**src/hdl/pdi_pkg.sv**
```systemverilog
`timescale 1ns / 1ps
// ----------------------------------------------------------------------------
// pdi_pkg: shared types and constants for the polar iteration block
// Register indexes, status codes, the arithmetic unit request and the
// cofactor operand table.
// ----------------------------------------------------------------------------
package pdi_pkg;

	localparam logic [1:0] CFG_TOLERANCE   = 2'd0;
	localparam logic [1:0] CFG_ITER_LIMIT  = 2'd1;
	localparam logic [1:0] CFG_LIMIT_FATAL = 2'd2;

	localparam logic [1:0] ST_CONVERGED = 2'd0;
	localparam logic [1:0] ST_LIMIT     = 2'd1;
	localparam logic [1:0] ST_FATAL     = 2'd2;
	localparam logic [1:0] ST_SINGULAR  = 2'd3;

	typedef struct packed {
		logic start;
		logic op_div;
	} arith_req_t;

	typedef struct packed {
		logic [3:0] a1;
		logic [3:0] b1;
		logic [3:0] a2;
		logic [3:0] b2;
	} cof_idx_t;

	// Cofactor k is x[a1]*x[b1] - x[a2]*x[b2], row-major indexes.
	function automatic cof_idx_t cof_idx(input logic [3:0] k);
		cof_idx_t r;
		case (k)
			4'd0: r = '{4'd4, 4'd8, 4'd5, 4'd7};
			4'd1: r = '{4'd5, 4'd6, 4'd3, 4'd8};
			4'd2: r = '{4'd3, 4'd7, 4'd4, 4'd6};
			4'd3: r = '{4'd7, 4'd2, 4'd8, 4'd1};
			4'd4: r = '{4'd8, 4'd0, 4'd6, 4'd2};
			4'd5: r = '{4'd6, 4'd1, 4'd7, 4'd0};
			4'd6: r = '{4'd1, 4'd5, 4'd2, 4'd4};
			4'd7: r = '{4'd2, 4'd3, 4'd0, 4'd5};
			4'd8: r = '{4'd0, 4'd4, 4'd1, 4'd3};
			default: r = '{4'd0, 4'd0, 4'd0, 4'd0};
		endcase
		return r;
	endfunction

endpackage

```
**src/hdl/pdi_arith.sv**
```systemverilog
`timescale 1ns / 1ps
// ----------------------------------------------------------------------------
// pdi_arith: shared bit-serial multiply and divide unit
// Rounded saturating fixed-point product, or truncating saturating
// fixed-point quotient, one bit per cycle.
// ----------------------------------------------------------------------------
module pdi_arith #(
	parameter int FRAC_BITS  = 16,
	parameter int DATA_WIDTH = 32
) (
	input  logic                           clk,
	input  logic                           arst_n,
	input  pdi_pkg::arith_req_t            req,
	input  logic signed [DATA_WIDTH-1:0]   a,
	input  logic signed [DATA_WIDTH-1:0]   b,
	output logic                           done,
	output logic signed [DATA_WIDTH-1:0]   result
);
	import pdi_pkg::*;

	localparam int W  = DATA_WIDTH;
	localparam int LW = (2 * W > W + FRAC_BITS) ? 2 * W : W + FRAC_BITS;
	localparam int CW = $clog2(W + FRAC_BITS + 1);

	localparam logic [1:0] U_IDLE = 2'd0;
	localparam logic [1:0] U_RUN  = 2'd1;
	localparam logic [1:0] U_FIN  = 2'd2;

	localparam logic [LW:0] RND = (LW + 1)'(1) << (FRAC_BITS - 1);
	localparam logic [LW:0] LIM = (LW + 1)'(1) << (W - 1);
	localparam logic [W-1:0] WMAX = {1'b0, {(W - 1){1'b1}}};

	logic [1:0]    ustate_q;
	logic          op_div_q;
	logic          neg_q;
	logic [LW-1:0] acc_q;
	logic [LW-1:0] sh_q;
	logic [W-1:0]  mplr_q;
	logic [W-1:0]  rem_q;
	logic [W-1:0]  den_q;
	logic [CW-1:0] cnt_q;
	logic [W-1:0]  result_q;
	logic          done_q;

	logic [W-1:0]  ma;
	logic [W-1:0]  mb;
	logic [W:0]    trial;
	logic          fits;
	logic [LW:0]   qm;
	logic [W-1:0]  sat_res;

	assign ma    = a[W-1] ? W'(-a) : W'(a);
	assign mb    = b[W-1] ? W'(-b) : W'(b);
	assign trial = {rem_q, sh_q[LW-1]};
	assign fits  = trial >= {1'b0, den_q};

	always_comb begin
		if (op_div_q) begin
			qm = {1'b0, acc_q};
		end else begin
			qm = ({1'b0, acc_q} + RND) >> FRAC_BITS;
		end
		if (neg_q) begin
			sat_res = (qm > LIM) ? ~WMAX : W'(-qm[W-1:0]);
		end else begin
			sat_res = (qm >= LIM) ? WMAX : qm[W-1:0];
		end
	end

	always_ff @(posedge clk or negedge arst_n) begin
		if (!arst_n) begin
			ustate_q <= U_IDLE;
			done_q   <= 1'b0;
		end else begin
			done_q <= (ustate_q == U_FIN);
			case (ustate_q)
				U_IDLE: begin
					if (req.start) begin
						ustate_q <= U_RUN;
					end
				end
				U_RUN: begin
					if (cnt_q == CW'(1)) begin
						ustate_q <= U_FIN;
					end
				end
				U_FIN: begin
					ustate_q <= U_IDLE;
				end
				default: ustate_q <= U_IDLE;
			endcase
		end
	end

	always_ff @(posedge clk) begin
		case (ustate_q)
			U_IDLE: begin
				if (req.start) begin
					op_div_q <= req.op_div;
					neg_q    <= a[W-1] ^ b[W-1];
					acc_q    <= '0;
					rem_q    <= '0;
					den_q    <= mb;
					mplr_q   <= mb;
					if (req.op_div) begin
						sh_q  <= LW'(ma) << (LW - W);
						cnt_q <= CW'(W + FRAC_BITS);
					end else begin
						sh_q  <= LW'(ma);
						cnt_q <= CW'(W);
					end
				end
			end
			U_RUN: begin
				cnt_q <= cnt_q - CW'(1);
				sh_q  <= sh_q << 1;
				if (op_div_q) begin
					rem_q <= fits ? W'(trial - {1'b0, den_q}) : trial[W-1:0];
					acc_q <= {acc_q[LW-2:0], fits};
				end else begin
					mplr_q <= mplr_q >> 1;
					if (mplr_q[0]) begin
						acc_q <= acc_q + sh_q;
					end
				end
			end
			U_FIN: begin
				result_q <= sat_res;
			end
			default: ;
		endcase
	end

	assign done   = done_q;
	assign result = result_q;

endmodule

```
**src/hdl/polar_decomposition_iteration_3x3_top.sv**
```systemverilog
`timescale 1ns / 1ps
// ----------------------------------------------------------------------------
// polar_decomposition_iteration_3x3_top: Newton polar iteration, 3x3 matrix
// Sequencer, matrix registers and one shared serial multiply/divide unit.
// ----------------------------------------------------------------------------
// The block takes one 3x3 matrix item and repeats Y = (X + inv(X)^T) / 2
// until the largest entry change falls below the tolerance register, the
// iteration limit is hit, or the determinant is zero. All arithmetic runs
// through one bit-serial unit, with operand fetch (S_OPA, S_OPB) before
// and write-back (S_POST) after each operation. One iteration uses 21
// multiplies and 9 divides, plus the determinant check and the end-of-step
// state. The input side is ready only while no matrix is in work; a
// finished result waits in the output register while the next item runs.
// ----------------------------------------------------------------------------
module polar_decomposition_iteration_3x3_top #(
	parameter int FRAC_BITS  = 16,
	parameter int DATA_WIDTH = 32
) (
	input  logic               clk,
	input  logic               arst_n,
	input  logic               in_valid,
	output logic               in_ready,
	input  logic signed [31:0] in_r0c0,
	input  logic signed [31:0] in_r0c1,
	input  logic signed [31:0] in_r0c2,
	input  logic signed [31:0] in_r1c0,
	input  logic signed [31:0] in_r1c1,
	input  logic signed [31:0] in_r1c2,
	input  logic signed [31:0] in_r2c0,
	input  logic signed [31:0] in_r2c1,
	input  logic signed [31:0] in_r2c2,
	output logic               out_valid,
	input  logic               out_ready,
	output logic signed [31:0] out_r0c0,
	output logic signed [31:0] out_r0c1,
	output logic signed [31:0] out_r0c2,
	output logic signed [31:0] out_r1c0,
	output logic signed [31:0] out_r1c1,
	output logic signed [31:0] out_r1c2,
	output logic signed [31:0] out_r2c0,
	output logic signed [31:0] out_r2c1,
	output logic signed [31:0] out_r2c2,
	output logic [1:0]         status,
	output logic [7:0]         iterations_used,
	input  logic               cfg_valid,
	output logic               cfg_ready,
	input  logic [1:0]         cfg_index,
	input  logic [15:0]        cfg_data
);
	import pdi_pkg::*;

	localparam int W  = DATA_WIDTH;
	localparam int XW = (DATA_WIDTH > 32) ? DATA_WIDTH : 32;

	localparam logic signed [XW-1:0] WMAX_X = XW'({1'b0, {(W - 1){1'b1}}});
	localparam logic signed [XW-1:0] WMIN_X = ~WMAX_X;
	localparam logic signed [XW-1:0] OMAX_X = XW'({1'b0, {31{1'b1}}});
	localparam logic signed [XW-1:0] OMIN_X = ~OMAX_X;
	localparam logic [W-1:0] WMAX = {1'b0, {(W - 1){1'b1}}};

	// Sequencer states.
	localparam logic [2:0] S_IDLE = 3'd0;
	localparam logic [2:0] S_OPA  = 3'd1;
	localparam logic [2:0] S_OPB  = 3'd2;
	localparam logic [2:0] S_RUN  = 3'd3;
	localparam logic [2:0] S_POST = 3'd4;
	localparam logic [2:0] S_CHK  = 3'd5;
	localparam logic [2:0] S_END  = 3'd6;
	localparam logic [2:0] S_DONE = 3'd7;

	// Phases of one iteration.
	localparam logic [1:0] PH_COF1 = 2'd0;
	localparam logic [1:0] PH_COF2 = 2'd1;
	localparam logic [1:0] PH_DET  = 2'd2;
	localparam logic [1:0] PH_DIV  = 2'd3;

	logic [2:0]  state_q;
	logic [1:0]  ph_q;
	logic [3:0]  k_q;
	logic [7:0]  steps_q;
	logic        start_q;

	logic [15:0] tol_q;
	logic [7:0]  limit_q;
	logic        fatal_q;

	logic signed [W-1:0] x_q [9];
	logic signed [W-1:0] cof_q [9];
	logic signed [W-1:0] det_q;
	logic signed [W-1:0] tmp_q;
	logic signed [W-1:0] opa_q;
	logic signed [W-1:0] opb_q;
	logic signed [W-1:0] xk_q;
	logic [W:0]          maxd_q;

	logic               out_valid_q;
	logic signed [31:0] out_m_q [9];
	logic [1:0]         status_q;
	logic [1:0]         fin_status_q;
	logic [7:0]         iter_q;

	logic [31:0]         in_m [9];
	logic signed [W-1:0] in_sat [9];
	logic [31:0]         x_out [9];

	arith_req_t          ar_req;
	logic                ar_done;
	logic signed [W-1:0] ar_res;

	cof_idx_t            ci;
	logic [3:0]          ia;
	logic [3:0]          ib;
	logic [3:0]          rd_idx;
	logic signed [W-1:0] rd_x;
	logic signed [W-1:0] rd_c;

	logic [W:0]          sub_s;
	logic [W:0]          add_s;
	logic [W:0]          hsum;
	logic [W:0]          diff;
	logic [W:0]          dmag;
	logic signed [W-1:0] sub_sat;
	logic signed [W-1:0] add_sat;
	logic signed [W-1:0] y_val;

	assign in_m[0] = in_r0c0;
	assign in_m[1] = in_r0c1;
	assign in_m[2] = in_r0c2;
	assign in_m[3] = in_r1c0;
	assign in_m[4] = in_r1c1;
	assign in_m[5] = in_r1c2;
	assign in_m[6] = in_r2c0;
	assign in_m[7] = in_r2c1;
	assign in_m[8] = in_r2c2;

	// Inputs saturate to the word width; results saturate to 32 bits.
	for (genvar g = 0; g < 9; g++) begin : g_conv
		logic signed [XW-1:0] ie;
		logic signed [XW-1:0] xe;
		assign ie = XW'(signed'(in_m[g]));
		assign xe = XW'(x_q[g]);
		assign in_sat[g] = (ie > WMAX_X) ? W'(WMAX_X) : ((ie < WMIN_X) ? W'(WMIN_X) : W'(ie));
		assign x_out[g] = (xe > OMAX_X) ? 32'(OMAX_X) : ((xe < OMIN_X) ? 32'(OMIN_X) : 32'(xe));
	end

	// One read port on the matrix registers; operands are fetched in turn.
	always_comb begin
		ci = cof_idx(k_q);
		case (ph_q)
			PH_COF1: begin
				ia = ci.a1;
				ib = ci.b1;
			end
			PH_COF2: begin
				ia = ci.a2;
				ib = ci.b2;
			end
			default: begin
				ia = k_q;
				ib = k_q;
			end
		endcase
		rd_idx = (state_q == S_OPA) ? ia : ib;
		rd_x   = x_q[rd_idx];
		rd_c   = cof_q[rd_idx];
	end

	// Write-back arithmetic: saturating add and subtract, the floor half sum
	// and the magnitude of the change of one entry.
	always_comb begin
		sub_s = {tmp_q[W-1], tmp_q} - {ar_res[W-1], ar_res};
		add_s = {det_q[W-1], det_q} + {ar_res[W-1], ar_res};
		hsum  = {xk_q[W-1], xk_q} + {ar_res[W-1], ar_res};
		y_val = hsum[W:1];
		diff  = {xk_q[W-1], xk_q} - {y_val[W-1], y_val};
		dmag  = diff[W] ? (W + 1)'(-diff) : diff;
		if (sub_s[W] != sub_s[W-1]) begin
			sub_sat = sub_s[W] ? ~WMAX : WMAX;
		end else begin
			sub_sat = sub_s[W-1:0];
		end
		if (add_s[W] != add_s[W-1]) begin
			add_sat = add_s[W] ? ~WMAX : WMAX;
		end else begin
			add_sat = add_s[W-1:0];
		end
	end

	assign ar_req.start  = start_q;
	assign ar_req.op_div = (ph_q == PH_DIV);

	pdi_arith #(
		.FRAC_BITS (FRAC_BITS),
		.DATA_WIDTH(DATA_WIDTH)
	) u_arith (
		.clk   (clk),
		.arst_n(arst_n),
		.req   (ar_req),
		.a     (opa_q),
		.b     (opb_q),
		.done  (ar_done),
		.result(ar_res)
	);

	// Configuration registers; writes are always taken.
	assign cfg_ready = 1'b1;

	always_ff @(posedge clk or negedge arst_n) begin
		if (!arst_n) begin
			tol_q   <= 16'd66;
			limit_q <= 8'd20;
			fatal_q <= 1'b0;
		end else if (cfg_valid) begin
			case (cfg_index)
				CFG_TOLERANCE:   tol_q   <= cfg_data;
				CFG_ITER_LIMIT:  limit_q <= cfg_data[7:0];
				CFG_LIMIT_FATAL: fatal_q <= cfg_data[0];
				default: ;
			endcase
		end
	end

	// Sequencer and matrix registers.
	always_ff @(posedge clk or negedge arst_n) begin
		if (!arst_n) begin
			state_q     <= S_IDLE;
			ph_q        <= PH_COF1;
			k_q         <= '0;
			steps_q     <= '0;
			start_q     <= 1'b0;
			out_valid_q <= 1'b0;
			for (int i = 0; i < 9; i++) begin
				x_q[i] <= '0;
			end
		end else begin
			start_q <= (state_q == S_OPB);
			if (out_valid_q && out_ready && state_q != S_DONE) begin
				out_valid_q <= 1'b0;
			end
			case (state_q)
				S_IDLE: begin
					if (in_valid) begin
						for (int i = 0; i < 9; i++) begin
							x_q[i] <= in_sat[i];
						end
						ph_q    <= PH_COF1;
						k_q     <= '0;
						steps_q <= '0;
						state_q <= S_OPA;
					end
				end
				S_OPA: begin
					opa_q   <= (ph_q == PH_DIV) ? rd_c : rd_x;
					state_q <= S_OPB;
				end
				S_OPB: begin
					if (ph_q == PH_DIV) begin
						opb_q <= det_q;
					end else if (ph_q == PH_DET) begin
						opb_q <= rd_c;
					end else begin
						opb_q <= rd_x;
					end
					xk_q    <= rd_x;
					state_q <= S_RUN;
				end
				S_RUN: begin
					if (ar_done) begin
						state_q <= S_POST;
					end
				end
				S_POST: begin
					state_q <= S_OPA;
					case (ph_q)
						PH_COF1: begin
							tmp_q <= ar_res;
							ph_q  <= PH_COF2;
						end
						PH_COF2: begin
							cof_q[k_q] <= sub_sat;
							if (k_q == 4'd8) begin
								k_q   <= '0;
								det_q <= '0;
								ph_q  <= PH_DET;
							end else begin
								k_q  <= k_q + 4'd1;
								ph_q <= PH_COF1;
							end
						end
						PH_DET: begin
							det_q <= add_sat;
							if (k_q == 4'd2) begin
								state_q <= S_CHK;
							end else begin
								k_q <= k_q + 4'd1;
							end
						end
						default: begin
							x_q[k_q] <= y_val;
							if (dmag > maxd_q) begin
								maxd_q <= dmag;
							end
							if (k_q == 4'd8) begin
								state_q <= S_END;
							end else begin
								k_q <= k_q + 4'd1;
							end
						end
					endcase
				end
				S_CHK: begin
					if (det_q == '0) begin
						fin_status_q <= ST_SINGULAR;
						state_q      <= S_DONE;
					end else begin
						ph_q    <= PH_DIV;
						k_q     <= '0;
						maxd_q  <= '0;
						state_q <= S_OPA;
					end
				end
				S_END: begin
					steps_q <= steps_q + 8'd1;
					k_q     <= '0;
					ph_q    <= PH_COF1;
					if (maxd_q < (W + 1)'(tol_q)) begin
						fin_status_q <= ST_CONVERGED;
						state_q      <= S_DONE;
					end else if ({1'b0, steps_q} + 9'd1 >= {1'b0, limit_q}) begin
						fin_status_q <= fatal_q ? ST_FATAL : ST_LIMIT;
						state_q      <= S_DONE;
					end else begin
						state_q <= S_OPA;
					end
				end
				S_DONE: begin
					// Hand the item over once the output register is free.
					if (!out_valid_q || out_ready) begin
						out_valid_q <= 1'b1;
						state_q     <= S_IDLE;
					end
				end
				default: state_q <= S_IDLE;
			endcase
		end
	end

	always_ff @(posedge clk) begin
		if (state_q == S_DONE && (!out_valid_q || out_ready)) begin
			for (int i = 0; i < 9; i++) begin
				out_m_q[i] <= x_out[i];
			end
			status_q <= fin_status_q;
			iter_q   <= steps_q;
		end
	end

	assign in_ready        = (state_q == S_IDLE);
	assign out_valid       = out_valid_q;
	assign out_r0c0        = out_m_q[0];
	assign out_r0c1        = out_m_q[1];
	assign out_r0c2        = out_m_q[2];
	assign out_r1c0        = out_m_q[3];
	assign out_r1c1        = out_m_q[4];
	assign out_r1c2        = out_m_q[5];
	assign out_r2c0        = out_m_q[6];
	assign out_r2c1        = out_m_q[7];
	assign out_r2c2        = out_m_q[8];
	assign status          = status_q;
	assign iterations_used = iter_q;

	// A converged result always counts the step that converged.
	a_conv_counts: assert property (@(posedge clk) disable iff (!arst_n)
		(out_valid && status == ST_CONVERGED) |-> (iterations_used != 8'd0))
		else $error("converged result with zero iterations");

	// An accepted item starts operand fetch in the next cycle.
	a_accept_starts: assert property (@(posedge clk) disable iff (!arst_n)
		(in_valid && in_ready) |=> (state_q == S_OPA))
		else $error("accepted item did not start");

	// The determinant test follows only the last determinant term.
	a_chk_after_det: assert property (@(posedge clk) disable iff (!arst_n)
		(state_q == S_CHK) |-> (ph_q == PH_DET && k_q == 4'd2))
		else $error("determinant check out of sequence");

	// The unit is started only from operand fetch, and never while busy.
	a_start_once: assert property (@(posedge clk) disable iff (!arst_n)
		start_q |-> (state_q == S_RUN && $past(state_q) == S_OPB))
		else $error("arithmetic unit started out of sequence");

endmodule

```
**config.mk**
```make
export PLATFORM = sky130hd
export DESIGN_NAME = polar_decomposition_iteration_3x3_top
export DESIGN_NICKNAME = d
export VERILOG_FILES = /design/src/hdl/pdi_pkg.sv /design/src/hdl/pdi_arith.sv /design/src/hdl/polar_decomposition_iteration_3x3_top.sv
export SDC_FILE = /design/constraint.sdc
export NUM_CORES = 2
export LEC_CHECK = 0
export ABC_AREA = 1
export BUFFER_PORTS_ARGS = -buffer_cell sky130_fd_sc_hd__buf_2
export CAP_MARGIN = 10
export CORE_MARGIN = 3
export CORE_UTILIZATION = 38
export CTS_BUF_LIST = sky130_fd_sc_hd__clkbuf_4
export CTS_CLUSTER_SIZE = 8
export DETAILED_ROUTE_END_ITERATION = 16
export HOLD_SLACK_MARGIN = 0.1
export PLACE_DENSITY = 0.53
export SLEW_MARGIN = 20
export SYNTH_ARGS = -nofsm -noshare
export SYNTH_HDL_FRONTEND = slang
export SYNTH_SLANG_ARGS = --single-unit
```
**constraint.sdc**
```tcl
create_clock -name clk -period 18.8 [get_ports clk]
set_clock_uncertainty 0.05 [all_clocks]
set_input_delay 1.88 -clock clk [delete_from_list [all_inputs] [get_ports clk]]
set_output_delay 1.88 -clock clk [all_outputs]
set_load 0.01 [all_outputs]
```
==> Yosys cells after proc, flatten, opt, wreduce, memory -nomap -nowiden <==
Memory sizes are Yosys's and may differ from the RTL's.
Index checks and enable logic that the tools add are counted.
{ "op_classes": {"n_div": 0, "bitwise_logic": 3, "n_eq_ne": 38, "n_lt_le_gt_ge": 45, "n_mul": 0, "n_mux": 125, "n_shift": 0, "n_reduce_logical": 41, "n_addsub": 15} }
{ "op_table": {"columns": ["cell", "n"], "rows": [
  ["32-bit two-way mux", 57],
  ["32-bit greater-than comparator (second input constant)", 18],
  ["32-bit less-than comparator (second input constant)", 18],
  ["288-bit two-way mux", 2],
  ["288-bit one-hot mux with 2 select lines", 1],
  ["64-bit two-way mux", 6],
  ["288-bit bitwise mux", 1],
  ["64-bit one-hot mux with 2 select lines", 2],
  ["32-bit one-hot mux with 2 select lines", 3],
  ["33-bit two-way mux", 4],
  ["32-bit binary-select mux with 4-bit select", 1],
  ["32-bit demux with 4-bit select", 1],
  ["32-bit negation", 3],
  ["32-bit by 32-bit adder with 33-bit output", 2],
  ["33-bit one-hot mux with 2 select lines", 1],
  ["32-bit by 32-bit subtractor with 33-bit output", 2],
  ["64-bit by 16-bit adder with 65-bit output (second input constant)", 1],
  ["65-bit by 32-bit greater-or-equal comparator with 1-bit output (second input constant)", 1],
  ["65-bit by 32-bit greater-than comparator with 1-bit output (second input constant)", 1],
  ["64-bit adder", 1],
  ["33-bit by 32-bit greater-or-equal comparator with 1-bit output", 1],
  ["33-bit greater-than comparator", 1],
  ["33-bit by 16-bit less-than comparator with 1-bit output", 1],
  ["33-bit negation", 1],
  ["55 further kinds", 137]
]} }
{ "totals": {"latchBits": 0, "mem_bits_rw": 576, "elab_cells": 308, "n_memories": 3, "register_bits": 804, "mem_bits_ro": 256, "inputBits": 311} }
{ "mem_list": {"columns": ["memory", "words", "width", "rd", "rd_clocked_by_memory_dff", "wr", "line_no", "rtl"], "rows": [
  ["cof_q", 9, 32, 1, 0, 1, "polar_decomposition_iteration_3x3_top.sv:88", "logic signed [W-1:0] cof_q [9];"],
  ["out_m_q", 9, 32, 9, 0, 9, "polar_decomposition_iteration_3x3_top.sv:97", "logic signed [31:0] out_m_q [9];"],
  ["(name not given)", 16, 16, 1, 0, 0, "pdi_pkg.sv:33", "case (k)"]
]} }

==> Logic depth before layout (Yosys ltp) <==
{ "logic_depth": {"word_depth": 9, "depth_mapped": 43} }

==> Cells and area by module <==
From an unflattened synthesis, not the netlist that was laid out.
{ "hier_totals": {"cells_unflattened": 9917, "hier_area_um2": 81180.4} }
{ "by_module_without_submodules": {"columns": ["module", "n_inst", "area_per_inst_um2", "cells_each"], "rows": [
  ["polar_decomposition_iteration_3x3_top", 1, 58877.7, 6803],
  ["pdi_arith", 1, 22302.6, 3114]
]} }

==> Worst setup path after synthesis <==
OpenSTA, ideal clock, no wires.
{ "synth_timing": {"path_kind": "input -> register", "start": "in out_ready", "end": "reg iter_q[0] (netlist: iterations_used[0]), enable pin", "cell_stages": 2, "arrival_ns": 14.190, "path_slack_ns": 3.594, "required_ns": 17.783, "path_buffers": 0, "path_cell_list": "nor2_1 -> nor2_1"} }
{ "synth_between": {"elab_chain_len": 2} }
{ "synth_rtl": {"columns": ["item", "line_no", "rtl"], "rows": [
  ["start: declaration", "polar_decomposition_iteration_3x3_top.sv:33", "input logic out_ready,"],
  ["1-bit logical OR", "polar_decomposition_iteration_3x3_top.sv:349", "if (state_q == S_DONE && (!out_valid_q || out_ready)) begin"],
  ["1-bit logical AND", "polar_decomposition_iteration_3x3_top.sv:349", null],
  ["end signal: assignment", "polar_decomposition_iteration_3x3_top.sv:354", "iter_q <= steps_q;"],
  ["end: declaration", "polar_decomposition_iteration_3x3_top.sv:100", "logic [7:0] iter_q;"]
]} }
No other way between the ends.
A chain may end at the register's enable or synchronous reset.

==> Worst setup path after layout <==
{ "layout_timing": {"start": "reg u_arith.result_q[1] (netlist: u_arith.result[1])", "end": "reg maxd_q[5], enable pin"} }
{ "layout_between": {"elab_chain_len": 7} }
{ "layout_rtl": {"columns": ["item", "line_no", "rtl"], "rows": [
  ["start: declaration", "pdi_arith.sv:42", "logic [W-1:0] result_q;"],
  ["start signal: assignment", "pdi_arith.sv:128", "result_q <= sat_res;"],
  ["32-bit by 32-bit adder with 33-bit output (*)", "polar_decomposition_iteration_3x3_top.sv:173", "hsum = {xk_q[W-1], xk_q} + {ar_res[W-1], ar_res};"],
  ["32-bit by 32-bit subtractor with 33-bit output (*)", "polar_decomposition_iteration_3x3_top.sv:175", "diff = {xk_q[W-1], xk_q} - {y_val[W-1], y_val};"],
  ["33-bit negation", "polar_decomposition_iteration_3x3_top.sv:176", "dmag = diff[W] ? (W + 1)'(-diff) : diff;"],
  ["33-bit two-way mux (*)", "polar_decomposition_iteration_3x3_top.sv:176", null],
  ["net dmag[15]", "polar_decomposition_iteration_3x3_top.sv:121", "logic [W:0] dmag;"],
  ["33-bit greater-than comparator (*)", "polar_decomposition_iteration_3x3_top.sv:300", "if (dmag > maxd_q) begin"],
  ["2-bit != test (no source line) (*)", null, null],
  ["5-bit AND reduction (no source line) (*)", null, null],
  ["end signal: assignment", "polar_decomposition_iteration_3x3_top.sv:301", "maxd_q <= dmag;"],
  ["end: declaration", "polar_decomposition_iteration_3x3_top.sv:94", "logic [W:0] maxd_q;"]
]} }
Mark *: on every way through the listed nets, which the timed path passes. The rest lies on a longest branch.

==> summary.md <==
| Metric | Value |
|---|---|
| Sequential-to-total area share from yosys stat | `49.2%` |
| Reg2reg path depth | `36` |
| FMAX | `113 MHz` |
| Vias | `75,554` |
| H-tree Lvls | `5` |
| Num ports | `612` |
| Worst Path Required | `19.74 ns` |
| Core ar. | `0.211 sq mm` |
| Critical Path Sink Type | `flip-flop` |
| WL/cell | `27.0 microns` |
| Placed cell area | `0.0858 sq mm` |
| Reg2Reg Setup Slack | `9.95 ns` |
| Synthesized net count | `10,531` |
| Multi-input logic area | `0.0346 sq mm` |
| Reg area | `0.0398 sq mm` |
| Die width | `467 microns` |
| Setup violations, final | `0` |
| Status | `complete, no violations` |
| Leading area contributor after synthesis | `edfxtp_1` |
| Post-synthesis cell count | `9,922` |
| Leakage | `39.8 nW` |
| Pre-antenna DRT Iters | `8` |
| Max IR drop VDD | `229 uV` |
| Hold Vio Cnt, Final | `0` |
| Arrival @ worst endpoint | `9.79 ns` |
| Vias in the first global route | `71,708` |
| Dpl hpwl | `273,000 microns` |
| Post-synthesis cell type count | `69` |
| Final ANT Viol Nets | `0` |
| PortBufs | `610` |
| Initial antenna violation count | `55` |
| Setup crit start kind | `flip-flop` |
| Power Density | `229 mW/mm^2` |
| Clk_lat worst skew | `1.49 ns` |
| Clock root cell | `clkbuf_4` |
| Slowest library cell on the worst path | `o21ai_0` |
| Slew margin rel. | `11.3%` |
| Crit path top cell by count | `nand2_1` |
| Row cnt | `168` |
| Post-CTS sizing | `0` |
| Design Area, Final | `0.0909 sq mm` |
| CTS buffer count | `396` |
| Slowest cell delay on critical path | `0.76 ns` |
| Initial core utilization | `38.4%` |
| DRT iter0 DRCs | `8,784` |
| Worst Tran Pin Value | `1.33 ns` |
| WL final | `365,000 microns` |
| Clock Tree Buf Depth | `4` |
| FF+latch count, synth | `1,380` |
| Min Tclk post-route | `8.85 ns` |
| Leading post-synthesis cells by cell area | `edfxtp_1 39%, nand2_1 11%, dfrtp_1 10%` |
| Share of cells above drive strength 1 | `14.2%` |
| Syn_area_per_cell | `8.15 sq um` |
| Final Cycle Share | `47.1%` |
| First-pass GRT wire length | `514,000 microns` |
| Synthesis Warnings | `0` |
| Synth async-reset ratio | `24.3%` |
| RSZ-0062 raised after global routing | `false` |
| EDFF count, synth | `1,045` |
| NumNets Final | `10,962` |
| Via/cell ratio | `5.60` |
| CP Class | `flip-flop to flip-flop` |
| Area share of the largest cell type after synthesis | `38.8%` |
| Fin. max-slew vios | `0` |
| Full die area | `0.218 sq mm` |
| Hold Buf Count CTS | `0` |
| Crit Path Max Fanout | `35` |
| Die Ht | `467 microns` |
| RePlAce Congestion | `0.993` |
| Max-cap viol count | `0` |
| Power Total | `20.8 mW` |
| Area Overhead vs Synth | `12.4%` |
| TritonCTS clock tree | `built` |
| Worst-path clk slew | `0.08 ns` |
| Postcts setup bufs | `0` |
| Remaining DRCs | `0` |
| Gr ovfl total | `0` |
| Hold Path Class | `input pin to asynchronous set/reset pin` |
| Total Negative Setup Slacks | `0 ns` |
| TritonCTS Sinks | `1,380` |
| # fillers | `21,554` |
| GRT Overall Usage | `32.5%` |
| Syn Std Cell Area | `0.0809 sq mm` |
| Largest net degree at the start of global routing | `152` |
| Top_reg_cell synth | `edfxtp_1` |
## cell usage after synthesis (114+ instances only)
cell type	n
nand2_1	2477
inv_1	1066
edfxtp_1	1045
nand3_1	1040
nor2_1	842
a21oi_1	767
clkbuf_1	506
o21ai_0	394
dfrtp_1	331
ha_1	292
xor2_1	132
a22oi_1	114
## layer usage
layer	vias to the layer above	GRT usage, %	share of wire (%)
li1	34162	-	-
met1	36626	43.9	42
met2	3953	47.9	43
met3	789	7.98	9.4
met4	24	17.5	6.1
met5	-	0	0.045
## layout by cell type (no fill, tap or decap), types with 16 or more instances in the layout
cell type,synthesis,final
diode_2,0,34
dfrtp_1,331,331
nor2_2,14,28
nor4_1,32,31
a31oi_1,42,42
o22ai_1,36,36
nand2_2,11,16
o21a_1,20,19
buf_2,106,609
nand3_1,1040,1040
a21oi_1,767,763
buf_4,4,87
nor2_4,7,21
edfxtp_1,1045,1045
xnor2_1,79,77
o21ai_1,25,24
or2_2,55,55
o21bai_1,37,37
xor2_1,132,129
nand4_1,113,113
clkbuf_4,0,606
inv_1,1066,1061
clkinv_1,8,74
o211ai_1,18,18
nand2_1,2477,2468
nor2_1,842,814
a21o_1,26,26
nor3_1,80,80
ha_1,292,292
nand3b_1,31,31
a22oi_1,114,114
o21ai_0,394,394
## logic make-up (layout without fill, tap and decap cells)
| group | Yosys count | count (layout) | synth area share (%) |
|---|---|---|---|
| AO/OA/AOI/OAI | 1537 | 1537 | 10.5 |
| XOR/XNOR | 211 | 211 | 2.29 |
| adder cells (fa/ha/maj) | 298 | 298 | 4.67 |
| buffers and inverters | 1754 | 2475 | 8.36 |
| flip-flops | 1380 | 1380 | 49.2 |
| multiplexers | 1 | 1 | 0.0124 |
| other | 1 | 35 | 0.00464 |
| AND/OR/NAND/NOR | 4740 | 4740 | 24.9 |
## metrics by stage
| step | std cells | utilization (%) | hold WS [ns] | setup slack [ns] |
|---|---|---|---|---|
| final | 13482 | 43.2 | 0.277 | 9.95 |
| after global routing | 13464 | 43.1 | 0.177 | 9.22 |
| after CTS | 13447 | 43.1 | 0.185 | 9.83 |
| after detailed placement | 12759 | 40.7 | 0.373 | 9.93 |
| after global placement | 12759 | 40.7 | 0.361 | 9.87 |
| after floorplan | 9922 | - | 0.350 | 3.59 |
## path summary, 6_finish.rpt
check,start,to
min in group clk,g_conv[0].xe[19],out_m_q[0][19]
worst max-delay path,u_arith.result[1],maxd_q[5]
worst min-delay path,arst_n,g_conv[8].xe[5]
worst max register to register,u_arith.result[1],maxd_q[5]
worst min register to register,g_conv[0].xe[19],out_m_q[0][19]
max in group asynchronous,arst_n,g_conv[2].xe[25]
## power by group
group	switching, mW	leakage (nW)	internal (mW)	total, mW
registers	0.755	13.4	4.66	5.41
logic	9.25	23.4	3.24	12.5
clock network	1.38	2.99	1.51	2.89
## state kept, by name, indices dropped and copies added (netlist names), 33 cells and up
name	cells
u_arith.sh_q	64
cof_q	288
u_arith.acc_q	64
g_conv.xe	288
out_m_q	288
maxd_q	33
## cell type report
| type | count | area share (%) |
|---|---|---|
| clock buffer | 606 | 5.00 |
| timing repair buffer | 704 | 4.25 |
| antenna | 34 | 0.0936 |
| clock inverter | 82 | 0.473 |
| sequential | 1380 | 43.7 |
| inverter | 1083 | 4.48 |
| tap | 2805 | 3.86 |
| multi-input combinational | 6788 | 38.1 |
## worst max-delay path, delay by kind of cell (launching register included)
family          cells  cell delay (ns)
compound gates      8             2.69
xor+xnor            1             0.21
fa+ha+maj           3             1.14
buf+inv             8             1.31
flops               1             0.49
simple gates       16             2.53
(Power assumes the default switching activity.)
